===== src/hw/rtl/per_source_rate_limiter_defines.svh =====
// ---------------------------------------------------------------------------
// per_source_rate_limiter_defines
// assertion helpers used by the rate limiter engine
// ---------------------------------------------------------------------------
`ifndef PER_SOURCE_RATE_LIMITER_DEFINES_SVH
`define PER_SOURCE_RATE_LIMITER_DEFINES_SVH

// same-cycle implication
`define PSRL_ASSERT_IMPL(name, clk, rst, ante, cons, msg) \
   name: assert property (@(posedge clk) disable iff (rst) (ante) |-> (cons)) else $error(msg);

// next-cycle implication
`define PSRL_ASSERT_NEXT(name, clk, rst, ante, cons, msg) \
   name: assert property (@(posedge clk) disable iff (rst) (ante) |=> (cons)) else $error(msg);

`endif


===== src/hw/rtl/psrl_pkg.sv =====
// ---------------------------------------------------------------------------
// psrl_pkg
// types, codes and defaults of the per-source rate limiter
// ---------------------------------------------------------------------------
package psrl_pkg;

   localparam int ENTRIES_DEF = 16;
   localparam int STAMPS_DEF  = 8;
   localparam int QUEUE_DEPTH = 2;

   localparam logic [2:0] OP_QUERY_LIMITED = 3'd0;
   localparam logic [2:0] OP_RECORD_REQ    = 3'd1;
   localparam logic [2:0] OP_RECORD_FAIL   = 3'd2;
   localparam logic [2:0] OP_QUERY_BLOCKED = 3'd3;
   localparam logic [2:0] OP_CLEANUP       = 3'd4;

   localparam logic [2:0] CSR_WINDOW_MS    = 3'd0;
   localparam logic [2:0] CSR_MAX_REQUESTS = 3'd1;
   localparam logic [2:0] CSR_MAX_FAILURES = 3'd2;
   localparam logic [2:0] CSR_BLOCK_MS     = 3'd3;
   localparam logic [2:0] CSR_IDLE_MS      = 3'd4;
   localparam logic [2:0] CSR_CLEANUP_MS   = 3'd5;

   localparam logic [31:0] WINDOW_MS_RST    = 32'd1000;
   localparam logic [3:0]  MAX_REQUESTS_RST = 4'd5;
   localparam logic [7:0]  MAX_FAILURES_RST = 8'd5;
   localparam logic [31:0] BLOCK_MS_RST     = 32'd300000;
   localparam logic [31:0] IDLE_MS_RST      = 32'd300000;
   localparam logic [31:0] CLEANUP_MS_RST   = 32'd300000;

   typedef struct packed {
      logic [2:0]  op;
      logic [31:0] src_addr;
      logic [31:0] now_ms;
      logic        allowed;
   } req_type;

   typedef struct packed {
      logic limited;
      logic blocked;
      logic table_full;
   } rsp_type;

   typedef struct packed {
      logic [31:0] window_ms;
      logic [3:0]  max_requests;
      logic [7:0]  max_failures;
      logic [31:0] block_ms;
      logic [31:0] idle_ms;
      logic [31:0] cleanup_period_ms;
   } cfg_type;

   typedef enum logic [2:0] {
      KIND_NONE,
      KIND_QUERY_LIMITED,
      KIND_RECORD_REQ,
      KIND_RECORD_FAIL,
      KIND_QUERY_BLOCKED,
      KIND_CLEANUP
   } kind_type;

   typedef struct packed {
      kind_type    kind;
      logic [31:0] src_addr;
      logic [31:0] now_ms;
   } item_type;

   typedef struct packed {
      logic [31:0] addr;
      logic [7:0]  fail_count;
      logic [31:0] block_deadline;
      logic [31:0] last_seen;
   } rec_type;

   typedef enum logic [2:0] {
      ST_IDLE,
      ST_SCAN_RD,
      ST_SCAN_CMP,
      ST_DISPATCH,
      ST_PRUNE_RD,
      ST_PRUNE_CHK,
      ST_UPDATE,
      ST_RESP
   } state_type;

endpackage


===== src/hw/rtl/psrl_queue.sv =====
// ---------------------------------------------------------------------------
// psrl_queue
// short fifo between the front and the engine
// ---------------------------------------------------------------------------
module psrl_queue import psrl_pkg::*; (
   input  logic     clock,
   input  logic     reset,
   input  logic     push,
   input  item_type push_item,
   output logic     full,
   input  logic     pop,
   output logic     empty,
   output item_type head_item
);

   localparam int PW = (QUEUE_DEPTH > 1) ? $clog2(QUEUE_DEPTH) : 1;
   localparam int CW = $clog2(QUEUE_DEPTH + 1);
   localparam logic [PW-1:0] LAST_PTR = PW'(QUEUE_DEPTH - 1);

   item_type      slot_ff [QUEUE_DEPTH];
   logic [PW-1:0] wr_ptr_ff, wr_ptr_in;
   logic [PW-1:0] rd_ptr_ff, rd_ptr_in;
   logic [CW-1:0] count_ff, count_in;

   always_comb begin
      wr_ptr_in = wr_ptr_ff;
      rd_ptr_in = rd_ptr_ff;
      count_in  = count_ff;
      if (push) begin
         wr_ptr_in = (wr_ptr_ff == LAST_PTR) ? '0 : wr_ptr_ff + 1'b1;
      end
      if (pop) begin
         rd_ptr_in = (rd_ptr_ff == LAST_PTR) ? '0 : rd_ptr_ff + 1'b1;
      end
      if (push && !pop) begin
         count_in = count_ff + 1'b1;
      end else if (pop && !push) begin
         count_in = count_ff - 1'b1;
      end
   end

   always_ff @(posedge clock) begin
      if (reset) begin
         wr_ptr_ff <= '0;
         rd_ptr_ff <= '0;
         count_ff  <= '0;
      end else begin
         wr_ptr_ff <= wr_ptr_in;
         rd_ptr_ff <= rd_ptr_in;
         count_ff  <= count_in;
      end
   end

   always_ff @(posedge clock) begin
      if (push) begin
         slot_ff[wr_ptr_ff] <= push_item;
      end
   end

   assign full      = (count_ff == CW'(QUEUE_DEPTH));
   assign empty     = (count_ff == '0);
   assign head_item = slot_ff[rd_ptr_ff];

endmodule


===== config.mk =====
export PLATFORM = sky130hd
export DESIGN_NAME = psrl_queue
export DESIGN_NICKNAME = d
export VERILOG_FILES = /design/src/hw/rtl/per_source_rate_limiter_defines.svh /design/src/hw/rtl/psrl_pkg.sv /design/src/hw/rtl/psrl_queue.sv
export SDC_FILE = /design/constraint.sdc
export NUM_CORES = 1
export LEC_CHECK = 0
export ABC_AREA = 1
export ABC_CLOCK_PERIOD_IN_PS = 3500
export BUFFER_PORTS_ARGS = -buffer_cell sky130_fd_sc_hd__buf_2
export CORE_ASPECT_RATIO = 0.6
export CORE_MARGIN = 4
export CORE_UTILIZATION = 38
export DETAILED_ROUTE_END_ITERATION = 10
export GPL_TIMING_DRIVEN = 1
export PLACE_DENSITY = 0.66
export SLEW_MARGIN = 20
export SYNTH_ARGS = -nofsm -noshare
export SYNTH_HDL_FRONTEND = slang
export SYNTH_SLANG_ARGS = --single-unit

===== constraint.sdc =====
create_clock -name clock -period 3.5 [get_ports clock]
set_input_delay 0.175 -clock clock [delete_from_list [all_inputs] [get_ports clock]]
set_output_delay 0.175 -clock clock [all_outputs]
set_load 0.02 [all_outputs]

# == After elaboration in Yosys (flattened, before gate mapping) ==
# Memories as Yosys holds them, arrays and structs flattened. A register that Yosys moved wholly into a read port is not among the register bits.
# Index checks and enable logic that the tools add are counted.
# totals
reg_bits,4
ram_bits,134
input_bits,71
wordCells,23
memories,1
# classes
add_sub_neg,4
eq_ne,1
mux,8
n_reduce_logical,6
# mem_list
memory,words,word_bits,rd,rd_clocked_by_memory_dff,write_ports,line_no,rtl
slot_ff,2,67,1,1,1,psrl_queue.sv:20,item_type slot_ff [QUEUE_DEPTH];
# op_table
cell,n
two-way mux 1 bit,6
two-way mux 2 bit,2
"adder 1 bit, second input constant",2
"adder 2 x 1 -> 2 bit, second input constant",1
"equality test 2 bit, second input constant",1
logical AND 1 bit,2
zero test 1 bit,2
zero test 2 bit,1
nonzero test 2 bit,1
"subtractor 2 x 1 -> 2 bit, second input constant",1

# == Longest topological paths before layout ==
# Gate-level depths: netlist (run 1).
# logic_depth
depth_word,4
depth_mapped,8
ltp_nobuf,8

# == Worst setup path after synthesis (run 1) ==
# Ideal clock, no wire load.
# synth_timing
path_type,flip-flop to flip-flop
start,register wr_ptr_ff
end,"memory slot_ff[0][0] (netlist bit), enable pin"
setup_ps,494
arrival_time_ps,3118
required_ps,3006
setup_slack_ps,-112
stages_incl_launch_ff,2
path_cell_list,dfxtp_1 > nor2_1
# synth_rtl
element,line_no,rtl
start: declaration,psrl_queue.sv:21,"logic [PW-1:0] wr_ptr_ff, wr_ptr_in;"
start signal: assignment,psrl_queue.sv:48,wr_ptr_ff <= wr_ptr_in;
end: declaration,psrl_queue.sv:20,
# No word-level cell before the write port.

==> flow_summary.ini, run 1 <==
[worst_setup_path]
reg2reg_setup_slack_ns = 1.83
critical_path.endpoint_type = output pin
worstPathCellList = mux2_2, buf_2
worst_ep_required_time_ns = 3.32
critical_path.startpoint_type = flip-flop
critical_path.top_delay_family = flip-flops
critPathBufInv = 1
worstReg2RegStart = wr_ptr_ff$_SDFFE_PP0P_
setup.worst_path.class = reg -> out
crit_slowest_cell = sky130_fd_sc_hd__dfxtp_4
timing.critical_path.arrival_ns = 2.10
reg2reg_depth = 3
reg2reg_to = slot_ff[1][37]$_DFFE_PP_
slowest_delay_ns = 1.01
worstPathMaxFanout = 67

[floorplan]
die_w_um = 159
die-height_um = 98.4
floorplan.io_pins = 140
core_region_sq_um = 13100
core.rowCount = 32
die_area_sq_um = 15600
floorplan.initialDensity = 0.395

[layout]
area_delta_synth_final_pct = 42.3
ratio_of_cells_with_drive_above_1_in_the_final_layout = 0.507
n_antenna_cell = 0
post-route-cell-area_sq_um = 7360
final_cells = 643
post_layout_nets = 534
postLayoutCoreUtil = 0.562

[sta]
final_max_slew_viol_count = 0
setup_viol = 0
final-hold-violation-count = 0
worst-slew-pin-transition_ns = 1.07
grt_setup_unrepaired = no
fin_skew_ns = 0.00715
relSlewSlack = 0.288
fmax_ghz = 0.440
fin_tns_setup_ns = 0
final_period_minus_worst_setup_slack_ns = 2.27
layout_worst_path_cycle_share = 0.649

[drt]
vias_per_cell = 4.57
met1Wirelength_um = 4420
detailed_route_wire_length_um = 10000
wl_met3_um = 836
first_iter_violations = 131
dr_drc_count = 0
met2_length_um = 4690
via_count = 2937
uppermost_layer_routed = met4
drtPass1Iterations = 4
ant_nets = 0
average_detailed_routed_wire_length_per_instance_um = 15.6

[grt]
grt-ovfl-total = 0
first_global_vias = 3178
grt_first_pass_wirelength_um = 15700
maximum_number_of_pins_on_one_net_before_global_route_repair = 68
antenna_found_initial = 0
grt_util_all_layers = 0.131

[synthesis]
yosysSeqAreaShare = 0.797
number_of_warnings_issued_by_yosys = 0
synth_seq_cells = 139
post_synth_inst_count = 241
combined_area_of_all_synthesized_cells_sq_um = 5170
synth.lib_cells_used.distinct = 17
synth_area_per_cell_sq_um = 21.5
synth_nets = 313

[placed_design]
post-dp-hpwl_um = 6270
placed_cells_incl_taps = 545
placer_congestion = 0.698
io_buf_count = 139
post_dp_cell_area_sq_um = 6080

[clock_tree]
worstSkewPairLatency_ns = 0.40
clock_tree.root_cell = sky130_fd_sc_hd__clkbuf_16
clk_transition_reported_paths_ns = 0.06
cts_buffer_depth = 2
cts_tree = done
cts-resized-gates = 0
numCtsBuffers = 17
cts_max_level = 4
tritoncts_num_sinks = 139

[outcome]
run_status = finished, final reports clean

[power]
leakagePower_uw = 0.00290
pwr_density_cell_nw_per_um2 = 583
ir_worst_vdd_v = 0.000336

[min_path]
worst_hold_startpoint = pop
min_path_type = in -> reg
hold_path_depth = 3

[job]
max_cap_viol_count = 0
[registers in the layout, summed over array words and instances, names as in the netlist, named ones only]
signal     cells
slot_ff      134
wr_ptr_ff      1
count_ff       2
rd_ptr_ff      1
[layout make-up]
class	instances	area [sq um]
clock buffers	18	429
clock inverters	12	175
fillers	1027	5730
inverters	9	33.8
multi-input cells	86	967
flip-flops and latches	139	4130
well taps	170	213
repair buffers	209	1420
[logic make-up after synthesis]
| family | after synthesis | synth area share |
|---|---|---|
| adder cells (fa/ha/maj) | 1 | 0.00242 |
| XOR/XNOR | 1 | 0.00169 |
| AND/OR/NAND/NOR | 15 | 0.0119 |
| AO/OA/AOI/OAI | 2 | 0.00193 |
| buffers and inverters | 16 | 0.0174 |
| multiplexers | 67 | 0.168 |
| flip-flops | 139 | 0.797 |
[worst register-to-register path: cells and delay by family (launching register included)]
kind,cells,cell delay (ns)
buf+inv,2,0.87
flops,1,0.39
simple gates,1,0.08
[power breakdown]
part,switching [uW],internal [uW]
combinational,248,249
clock,627,1180
sequential,56.9,1930
[synth_stat cells]
| library cell | n | area (sq um) |
|---|---|---|
| sky130_fd_sc_hd__a21oi_1 | 1 | 5.00 |
| sky130_fd_sc_hd__buf_4 | 1 | 7.51 |
| sky130_fd_sc_hd__buf_2 | 3 | 15.0 |
| sky130_fd_sc_hd__mux2_2 | 37 | 417 |
| sky130_fd_sc_hd__inv_1 | 9 | 33.8 |
| sky130_fd_sc_hd__dfxtp_1 | 5 | 100 |
| sky130_fd_sc_hd__xnor2_1 | 1 | 8.76 |
| sky130_fd_sc_hd__o21ai_0 | 1 | 5.00 |
| sky130_fd_sc_hd__buf_6 | 3 | 33.8 |
| sky130_fd_sc_hd__nand3_1 | 1 | 5.00 |
| sky130_fd_sc_hd__mux2_4 | 30 | 450 |
| sky130_fd_sc_hd__edfxtp_1 | 134 | 4020 |
| sky130_fd_sc_hd__nor3_1 | 1 | 5.00 |
| sky130_fd_sc_hd__nor2_1 | 7 | 26.3 |
| sky130_fd_sc_hd__ha_1 | 1 | 12.5 |
| sky130_fd_sc_hd__nand2_1 | 5 | 18.8 |
| sky130_fd_sc_hd__nand4_1 | 1 | 6.26 |
[metrics by stage]
step | hold slack [ns] | power (uW) | setup slack [ns]
CTS | 0.0599 | 4350 | 1.20
global placement | 0.363 | 2450 | 1.63
finish | 0.0820 | 4290 | 1.23
detailed placement | 0.366 | 2460 | 1.64
floorplan | 0.247 | 2290 | 0.998
global route | 0.0880 | 4450 | 1.14
[worst max path at each step]
| stage | startpoint | to | slack [ns] | cells after the start |
|---|---|---|---|---|
| after detailed placement | flip-flop | head_item[54] | 1.64 | 2 |
| after floorplan | wr_ptr_ff$_SDFFE_PP0P_ | slot_ff[0][0]$_DFFE_PP_ | 1.0 | 1 |
| after global placement | flip-flop | head_item[54] | 1.63 | 2 |
| after global routing | flip-flop | head_item[55] | 1.14 | 2 |
| after CTS | flip-flop | head_item[54] | 1.20 | 2 |
| final | flip-flop | head_item[55] | 1.23 | 2 |
[layout by cell type (no fill, tap or decap), types with 5 or more instances in the layout]
cell | netlist | final
sky130_fd_sc_hd__mux2_4 | 30 | 30
sky130_fd_sc_hd__clkbuf_16 | 0 | 17
sky130_fd_sc_hd__dlygate4sd3_1 | 0 | 68
sky130_fd_sc_hd__edfxtp_1 | 134 | 134
sky130_fd_sc_hd__mux2_2 | 37 | 37
sky130_fd_sc_hd__inv_1 | 9 | 8
sky130_fd_sc_hd__buf_2 | 3 | 139
sky130_fd_sc_hd__nor2_1 | 7 | 6
sky130_fd_sc_hd__nand2_1 | 5 | 5
[what timing repair did]
item / in CTS / in global routing
hold endpoints to repair: 137 / 0
hold buffers: 68 / 0
buffers inserted: 0 / 0
[per-layer routing]
metal | global-route usage | up-vias
met5 | 0 | -
met4 | 0.0400 | 0
met3 | 0.0456 | 8
met2 | 0.210 | 119
met1 | 0.168 | 1434
li1 | - | 1376
Note: power is estimated with default switching activity, not from simulation.
==> inputs of run 2 (changes only) <==
Settings changed: ABC_CLOCK_PERIOD_IN_PS 3500 to 2400, PLACE_DENSITY 0.66 to 0.64.
Clock period 3.5 ns to 2.4 ns, I/O delays scaled along.
==> run 2 against run 1 <==
Net effect: largest cell class unchanged; first-iteration DRC count is 14% lower; critical path depth rose by 1; power up 46%; clock skew hardly changed; largest power group unchanged.
==> flow_summary.ini, run 2 (synthesis gave the netlist of run 1 again) <==
[clock_tree]
cts_tree = done
numCtsBuffers = 17
cts_buffer_depth = 2
worstSkewPairLatency_ns = 0.41
clock_tree.root_cell = sky130_fd_sc_hd__clkbuf_16
cts-resized-gates = 0
cts_max_level = 4
clk_transition_reported_paths_ns = 0.06
tritoncts_num_sinks = 139

[worst_setup_path]
crit_slowest_cell = sky130_fd_sc_hd__dfxtp_4
worstPathMaxFanout = 28
worst_ep_required_time_ns = 2.28
slowest_delay_ns = 0.59
worstPathCellList = buf_4, mux2_2, buf_2
timing.critical_path.arrival_ns = 1.86
critPathBufInv = 2
critical_path.startpoint_type = flip-flop
critical_path.top_delay_family = flip-flops
reg2reg_depth = 2
setup.worst_path.class = reg -> out
timing.critical_path.depth = 3
critical_path.endpoint_type = output pin

[layout]
post_layout_nets = 540
layout_commonest_cell = sky130_fd_sc_hd__buf_2
fillerInstances = 1041
postLayoutCoreUtil = 0.566
largest_reg_flops = 134
ratio_of_cells_with_drive_above_1_in_the_final_layout = 0.507
layout_top_registers = slot_ff (134), count_ff (2)
registers.top_by_ff_count = slot_ff
leading_cell_types_in_the_layout_fill_and_taps_excluded = sky130_fd_sc_hd__buf_2 (139), sky130_fd_sc_hd__edfxtp_1 (134), sky130_fd_sc_hd__dlygate4sd3_1 (71), sky130_fd_sc_hd__mux2_2 (37), sky130_fd_sc_hd__mux2_4 (30)
area_delta_synth_final_pct = 43.2
n_antenna_cell = 0

[drt]
average_detailed_routed_wire_length_per_instance_um = 16.2
drtPass1Iterations = 4
ant_nets = 0
via_count = 2983
dr_drc_count = 0
vias_per_cell = 4.58
detailed_route_wire_length_um = 10500
first_iter_violations = 113

[grt]
first_global_vias = 3125
grt_first_pass_wirelength_um = 16000
grt-ovfl-total = 0
antenna_found_initial = 0
grt_util_all_layers = 0.137
maximum_number_of_pins_on_one_net_before_global_route_repair = 69

[floorplan]
die_w_um = 159
die-height_um = 98.4
die_area_sq_um = 15600
core_region_sq_um = 13100
floorplan.io_pins = 140
core.rowCount = 32
floorplan.initialDensity = 0.395

[sta]
worst_slack_ns = 0.419
setup_viol = 0
layout_worst_path_cycle_share = 0.825
fin_skew_ns = 0.00731
relSlewSlack = 0.656
fin_tns_setup_ns = 0
final_period_minus_worst_setup_slack_ns = 1.98
final-hold-violation-count = 0
grt_setup_unrepaired = no
fmax_ghz = 0.505
final_max_slew_viol_count = 0
worst-slew-pin-transition_ns = 0.516

[placed_design]
placer_congestion = 0.701
io_buf_count = 139
placement.setup.worst_slack_ns = 0.813
post-dp-hpwl_um = 6580

[job]
max_cap_viol_count = 0

[outcome]
run_status = finished, final reports clean

[power]
ir_worst_vdd_v = 0.000450
leakagePower_uw = 0.00291
total_power_uw = 6260
pwr_density_cell_nw_per_um2 = 844

[min_path]
hold_path_depth = 2
min_path_type = in -> reg
run 2: cell count changes in the layout (fill, tap and decap cells not counted), moves of 2 or more:
cell,previous run,this run
sky130_fd_sc_hd__buf_4,0,3
sky130_fd_sc_hd__clkinv_2,4,2
sky130_fd_sc_hd__clkinv_4,4,2
sky130_fd_sc_hd__clkinvlp_4,0,3
sky130_fd_sc_hd__dlygate4sd3_1,68,71
sky130_fd_sc_hd__inv_6,0,3
run 2: worst register-to-register path, stage by stage (launching register included):
cell	delay (ns)
sky130_fd_sc_hd__dfxtp_1	0.34
sky130_fd_sc_hd__nor2_4	0.11
sky130_fd_sc_hd__buf_4	0.45
run 2: per-layer routing:
| layer | GRT usage | vias to the layer above | wire (um) | part of all wire |
|---|---|---|---|---|
| li1 | - | 1391 | - | - |
| met1 | 0.181 | 1464 | 4850 | 0.46 |
| met2 | 0.206 | 117 | 4760 | 0.45 |
| met3 | 0.0545 | 11 | 821 | 0.078 |
| met4 | 0.0452 | 0 | 104 | 0.0099 |
| met5 | 0 | - | 0 | 0 |
run 2: layout make-up:
cell class,instances,area [sq um],area share
inverters,9,33.8,0.00456
clock buffers,19,433,0.0584
repair buffers,215,1470,0.198
well taps,170,213,0.0287
clock inverters,13,166,0.0225
flip-flops and latches,139,4130,0.557
multi-input cells,86,967,0.131
run 2: what timing repair did:
item	in CTS	in global routing
endpoints found under the hold margin	138	0
hold buffers	71	0
endpoints found under the setup margin	0	0
buffers inserted	0	0
run 2: worst paths after layout:
check,start,to,slack (ns)
max,flip-flop,head_item[3],0.42
min,push_item[28],slot_ff[1][28]$_DFFE_PP_,0.44
max reg2reg,wr_ptr_ff$_SDFFE_PP0P_,slot_ff[0][58]$_DFFE_PP_,1.11
min reg2reg,rd_ptr_ff$_SDFFE_PP0P_,rd_ptr_ff$_SDFFE_PP0P_,0.53
run 2: per-stage QoR:
stage	cells	area (sq um)	hold slack [ns]
2_1_floorplan	241	5180	0.192
3_3_place_gp	548	6100	0.307
3_5_place_dp	548	6100	0.311
4_1_cts	651	7410	0.406
5_1_grt	651	7410	0.418
6_report	651	7410	0.438
run 2: power by group:
part | leakage [uW] | internal, uW | switching (uW)
Sequential | 0.00130 | 2810 | 50.9
Combinational | 0.00133 | 370 | 403
Clock | 0.000284 | 1640 | 981
